$ cat config.mk
export PLATFORM = sky130hd
export DESIGN_NAME = lex_dist
export DESIGN_NICKNAME = d
export VERILOG_FILES = /design/src/hdl/lex_pkg.sv /design/src/hdl/lex_dist.sv
export SDC_FILE = /design/constraint.sdc
export NUM_CORES = 1
export LEC_CHECK = 0
export ABC_CLOCK_PERIOD_IN_PS = 12200
export BUFFER_PORTS_ARGS = -buffer_cell sky130_fd_sc_hd__buf_2
export CORE_ASPECT_RATIO = 0.9
export CORE_MARGIN = 2
export CORE_UTILIZATION = 47
export DETAILED_ROUTE_END_ITERATION = 12
export PLACE_DENSITY = 0.9
export SLEW_MARGIN = 10
export SYNTH_ARGS = -nofsm -noshare
export SYNTH_HDL_FRONTEND = slang
export SYNTH_SLANG_ARGS = --single-unit
$ cat constraint.sdc
create_clock -name vclk -period 12.2
set_input_delay 0.61 -clock vclk [all_inputs]
set_output_delay 0.61 -clock vclk [all_outputs]
set_load 0.05 [all_outputs]
$ cat src/hdl/lex_pkg.sv
package lex_pkg;

    localparam int MAX_WORDS  = 512;
    localparam int MAX_BITS   = 25;
    localparam int ADDR_W     = $clog2(MAX_WORDS);
    localparam int CNT_W      = ADDR_W + 1;
    localparam int DIST_W     = $clog2(MAX_BITS + 1);
    localparam int T_W        = 3;
    localparam int DMIN_W     = T_W + 1;
    localparam int OP_W       = 2;
    localparam int STATUS_W   = 4;
    localparam int CFG_IDX_W  = 2;
    localparam int CFG_DATA_W = 10;

    // popcount split into small groups, then a short sum over the groups
    localparam int GRP    = 5;
    localparam int NGRP   = (MAX_BITS + GRP - 1) / GRP;
    localparam int PAD_W  = NGRP * GRP;
    localparam int GRP_W  = $clog2(GRP + 1);

    localparam logic [OP_W-1:0] OP_BUILD  = 2'd0;
    localparam logic [OP_W-1:0] OP_ENCODE = 2'd1;
    localparam logic [OP_W-1:0] OP_DECODE = 2'd2;

    localparam logic [CFG_IDX_W-1:0] CFG_WORD_COUNT    = 2'd0;
    localparam logic [CFG_IDX_W-1:0] CFG_CORRECT_COUNT = 2'd1;

    localparam logic [STATUS_W-1:0] ST_VALID         = 4'd0;
    localparam logic [STATUS_W-1:0] ST_CORRECTED     = 4'd1;
    localparam logic [STATUS_W-1:0] ST_AMBIGUOUS     = 4'd2;
    localparam logic [STATUS_W-1:0] ST_DETECTED      = 4'd3;
    localparam logic [STATUS_W-1:0] ST_UNCORRECTABLE = 4'd4;
    localparam logic [STATUS_W-1:0] ST_BUILT         = 4'd5;
    localparam logic [STATUS_W-1:0] ST_BUILD_FAILED  = 4'd6;
    localparam logic [STATUS_W-1:0] ST_ENCODED       = 4'd7;
    localparam logic [STATUS_W-1:0] ST_NOT_BUILT     = 4'd8;
    localparam logic [STATUS_W-1:0] ST_OUT_OF_RANGE  = 4'd9;

    localparam logic [CNT_W-1:0] WC_RESET = CNT_W'(2);
    localparam logic [T_W-1:0]   T_RESET  = T_W'(1);

    // low len bits set
    function automatic logic [MAX_BITS-1:0] low_mask(input logic [DIST_W-1:0] len);
        logic [MAX_BITS-1:0] m;
        for (int k = 0; k < MAX_BITS; k++)
        begin
            m[k] = (DIST_W'(k) < len);
        end
        return m;
    endfunction

endpackage

$ cat src/hdl/lex_dist.sv
module lex_dist (
    input  logic [lex_pkg::MAX_BITS-1:0] a,
    input  logic [lex_pkg::MAX_BITS-1:0] b,
    output logic [lex_pkg::DIST_W-1:0]   ham_dist
);

    logic [lex_pkg::PAD_W-1:0]  x;
    logic [lex_pkg::GRP_W-1:0]  grp_cnt [lex_pkg::NGRP];
    logic [lex_pkg::DIST_W-1:0] total;

    always_comb
    begin
        x = '0;
        x[lex_pkg::MAX_BITS-1:0] = a ^ b;
        for (int g = 0; g < lex_pkg::NGRP; g++)
        begin
            grp_cnt[g] = '0;
            for (int k = 0; k < lex_pkg::GRP; k++)
            begin
                grp_cnt[g] = grp_cnt[g] + lex_pkg::GRP_W'(x[g * lex_pkg::GRP + k]);
            end
        end
        total = '0;
        for (int g = 0; g < lex_pkg::NGRP; g++)
        begin
            total = total + lex_pkg::DIST_W'(grp_cnt[g]);
        end
    end

    assign ham_dist = total;

endmodule

# Yosys cells after proc, flatten, opt, wreduce, memory -nomap -nowiden
# Index checks and enable logic that the tools add are counted.
totals:
  in_bits: 50
  word_cells: 25
  register_bits: 0
  output_inout_bits: 5
op_classes:
  n_addsub: 24
  bitwise_logic: 1
ops:
  columns: ["cell", "n"]
  rows:
  - ["adder 3 x 1 -> 3 bit", 10]
  - ["XOR 25 bit", 1]
  - ["adder 2 x 1 -> 3 bit", 5]
  - ["adder 1 x 1 -> 2 bit", 5]
  - ["adder 5 x 3 -> 5 bit", 2]
  - ["adder 4 x 3 -> 5 bit", 1]
  - ["adder 3 x 3 -> 4 bit", 1]

# Logic depth before layout (Yosys ltp)
depth:
  ltp_word: 9
  ltp_mapped: 14
  mapped_depth_nobuf: 14

# Worst setup path after synthesis
# Ideal clock, no wire load.
synth_timing:
  path_kind: "input to output"
  start: "input b[11] in the netlist's numbering"
  end: "output ham_dist[2] in the netlist's numbering"
  t_required_ns: 11.590
  arrival_time_ns: 5.170
  path_buffers: 0
  path_slack_ns: 6.420
  stages: 12
  path_cell_list: "xor2_1 -> fa_1 -> inv_1 -> fa_1 -> inv_1 -> fa_1 -> fa_1 -> inv_1 -> fa_1 -> fa_1 -> fa_1 -> xnor2_1"
synth_via:
  elab_chain_cells: 8
synth_rtl:
  columns: ["element", "line_no", "rtl"]
  rows:
  - ["from (decl)", "lex_dist.sv:3", "input logic [lex_pkg::MAX_BITS-1:0] b,"]
  - ["XOR 25 bit", "lex_dist.sv:14", "x[lex_pkg::MAX_BITS-1:0] = a ^ b;"]
  - ["adder 1 x 1 -> 2 bit", "lex_dist.sv:20", "grp_cnt[g] = grp_cnt[g] + lex_pkg::GRP_W'(x[g * lex_pkg::GRP + k]);"]
  - ["adder 2 x 1 -> 3 bit", "lex_dist.sv:20", null]
  - ["adder 3 x 1 -> 3 bit (2 in series)", "lex_dist.sv:20", null]
  - ["adder 4 x 3 -> 5 bit", "lex_dist.sv:26", "total = total + lex_pkg::DIST_W'(grp_cnt[g]);"]
  - ["adder 5 x 3 -> 5 bit (2 in series)", "lex_dist.sv:26", null]
  - ["to (decl)", "lex_dist.sv:4", "output logic [lex_pkg::DIST_W-1:0] ham_dist"]
# Every way passes these cells.

# Worst setup path after layout
layout_timing:
  start: "input b[11] in the netlist's numbering"
  end: "output ham_dist[4] in the netlist's numbering"
# The elaborated chain is that of the path after synthesis.

==> results by group <==
Floorplanning
  • Die Ht: 42.8 um
  • Placement Rows: 13
  • Core area: about 0.0015 mm2
  • Die width: roughly 47 um
  • Die area: about 0.002 mm2
  • Ports: 55
  • Initial Utilization: 0.524

Synth
  • Share of the synthesized area in the top cell type: 0.459
  • Most common cell in the netlist: inv_1
  • Dominant cell type by area after synthesis: fa_1
  • Largest cells by area after synthesis: fa_1 (46%), xnor2_1 (17%), xor2_1 (13%)
  • Number of synthesis warnings: 0
  • Mapped Area: just under 800 um2
  • Netlist cell types: 10
  • Sequential area share after synthesis: 0
  • Syn Area/Cell: a little over 10 um2
  • Commonest cells post-synth: inv_1 (21), fa_1 (18), xnor2_1 (15)
  • Post-Synthesis Cells: 76
  • Syn_nets: about 150

Routing
  • Routed wire length per instance: between 10 and 15 um
  • DR vias/cell: 4.41
  • Vias post-DR: roughly 680
  • Initial DRC count: 0
  • First-pass detailed-route iteration total: 1
  • Post-Route WL: approximately 1.6 mm
  • Detail Route Antenna Nets: 0
  • DRC Markers: 0

Global route
  • Overflow after GRT: 0
  • Vias in the first global route: about 720
  • GRT Util Overall: 0.176
  • Pin count of the biggest net entering global routing: 5
  • First-pass GRT wire length: between 2 and 3 mm
  • Initial antenna violation count: 0

Cells and area
  • Nets: 206
  • Share of cells above drive strength 1: 0.435
  • N_diodes: 0
  • Sequential cell count: 0
  • Register area: 0 um2
  • Clock buffers: 0
  • Area Growth Syn to Fin: 38.6%
  • Fin area: between 0.001 and 0.0015 mm2

STA
  • Max-slew violations: 0
  • Setup tns final: 0 ns
  • Final setup margin: around 6.5 ns
  • Tmin final: approximately 5.7 ns
  • Final setup vio count: 0
  • RSZ-0062 raised after global routing: no
  • Fin. Hold Viols: 0
  • F_max: around 180 MHz
  • Slew headroom: 0.835
  • Tcrit/Tclk final: 0.464
  • Worst slew pin tran: 0.249 ns

Placed design
  • Pre-CTS WS: 6.53 ns
  • Post-DP HPWL: between 1.5 and 2 mm
  • DP Area: between 0.001 and 0.0015 mm2
  • GPL Wtd Cong: around 0.64
  • IO Port Bufs: 55

Clocking
  • Hold_buf cts: 0
  • Post-CTS setup buffers: 0
  • Post-CTS sizing: 0

Critical path
  • Worst setup path start: b[11]
  • WS Path Type: in -> out
  • Required @ worst endpoint: about 12 ns
  • Startpoint type of the worst setup path: input port
  • Max FO, Critical Path: 2
  • CP Capture Point: ham_dist[4]
  • Setup crit end kind: output port
  • Data arrival time of the worst path: around 5.1 ns

Hold path
  • Hold Crit Class: in -> out
  • Worst Hold Depth: 5

Outcome
  • Outcome: finished clean

Flow run
  • Max Cap Viol: 0
==> kinds of logic after synthesis <==
kind of cell | Yosys count | synth area share
compound gates | 2 | 0.0255
xor+xnor | 27 | 0.301
simple gates | 3 | 0.0335
fa+ha+maj | 23 | 0.539
buf+inv | 21 | 0.100
==> critical path, cell delays in order <==
cell,delay (ns)
buf_2,0.10
xor2_1,0.17
fa_1,0.53
inv_1,0.05
fa_1,0.50
inv_1,0.05
fa_1,0.46
fa_1,0.55
inv_1,0.06
fa_1,0.50
fa_1,0.51
fa_1,0.43
nor2b_1,0.13
o21ai_1,0.07
nand2b_1,0.07
buf_2,0.25
==> final cells by class <==
type                       count  area (um2)
multi-input combinational     55         706
timing repair buffer          55         275
inverter                      21        78.8
tap                           22        27.5
fill                         125         409
==> cell usage in the layout (no fill, tap or decap) <==
| master | netlist | layout |
|---|---|---|
| a221oi_2 | 1 | 1 |
| buf_2 | 0 | 55 |
| fa_1 | 18 | 18 |
| xor2_1 | 12 | 12 |
| nor2b_1 | 1 | 1 |
| o21ai_1 | 1 | 1 |
| xnor2_1 | 15 | 15 |
| ha_1 | 5 | 5 |
| inv_1 | 21 | 21 |
| nand2b_1 | 1 | 1 |
| nor2b_4 | 1 | 1 |
==> layer usage <==
metal / vias to the layer above / GRT usage / part of all wire
li1: 326 / - / -
met1: 311 / 0.151 / 0.28
met2: 36 / 0.400 / 0.63
met3: 2 / 0.00851 / 0.080
met4: 0 / 0.0222 / 0.0045
met5: - / 0 / 0
==> stage by stage <==
stage          std cells  utilization  hold slack (ns)
3_5_place_dp         153        0.727             1.83
3_3_place_gp         153        0.727             1.81
5_1_grt              153        0.727             1.89
4_1_cts              153        0.727             1.84
2_1_floorplan         76            -             1.67
6_report             153        0.727             1.83
==> worst min path at each step <==
stage / start / to / slack [ns]
finish: a[4] / ham_dist[0] / 1.83
CTS: a[4] / ham_dist[0] / 1.84
floorplan: a[2] / ham_dist[0] / 1.67
global placement: a[2] / ham_dist[0] / 1.81
global route: a[2] / ham_dist[0] / 1.89
detailed placement: a[4] / ham_dist[0] / 1.83
Power is left out: the tool's default activity adds up to more than one toggle a clock period on the data nets, which glitch-free logic cannot reach.
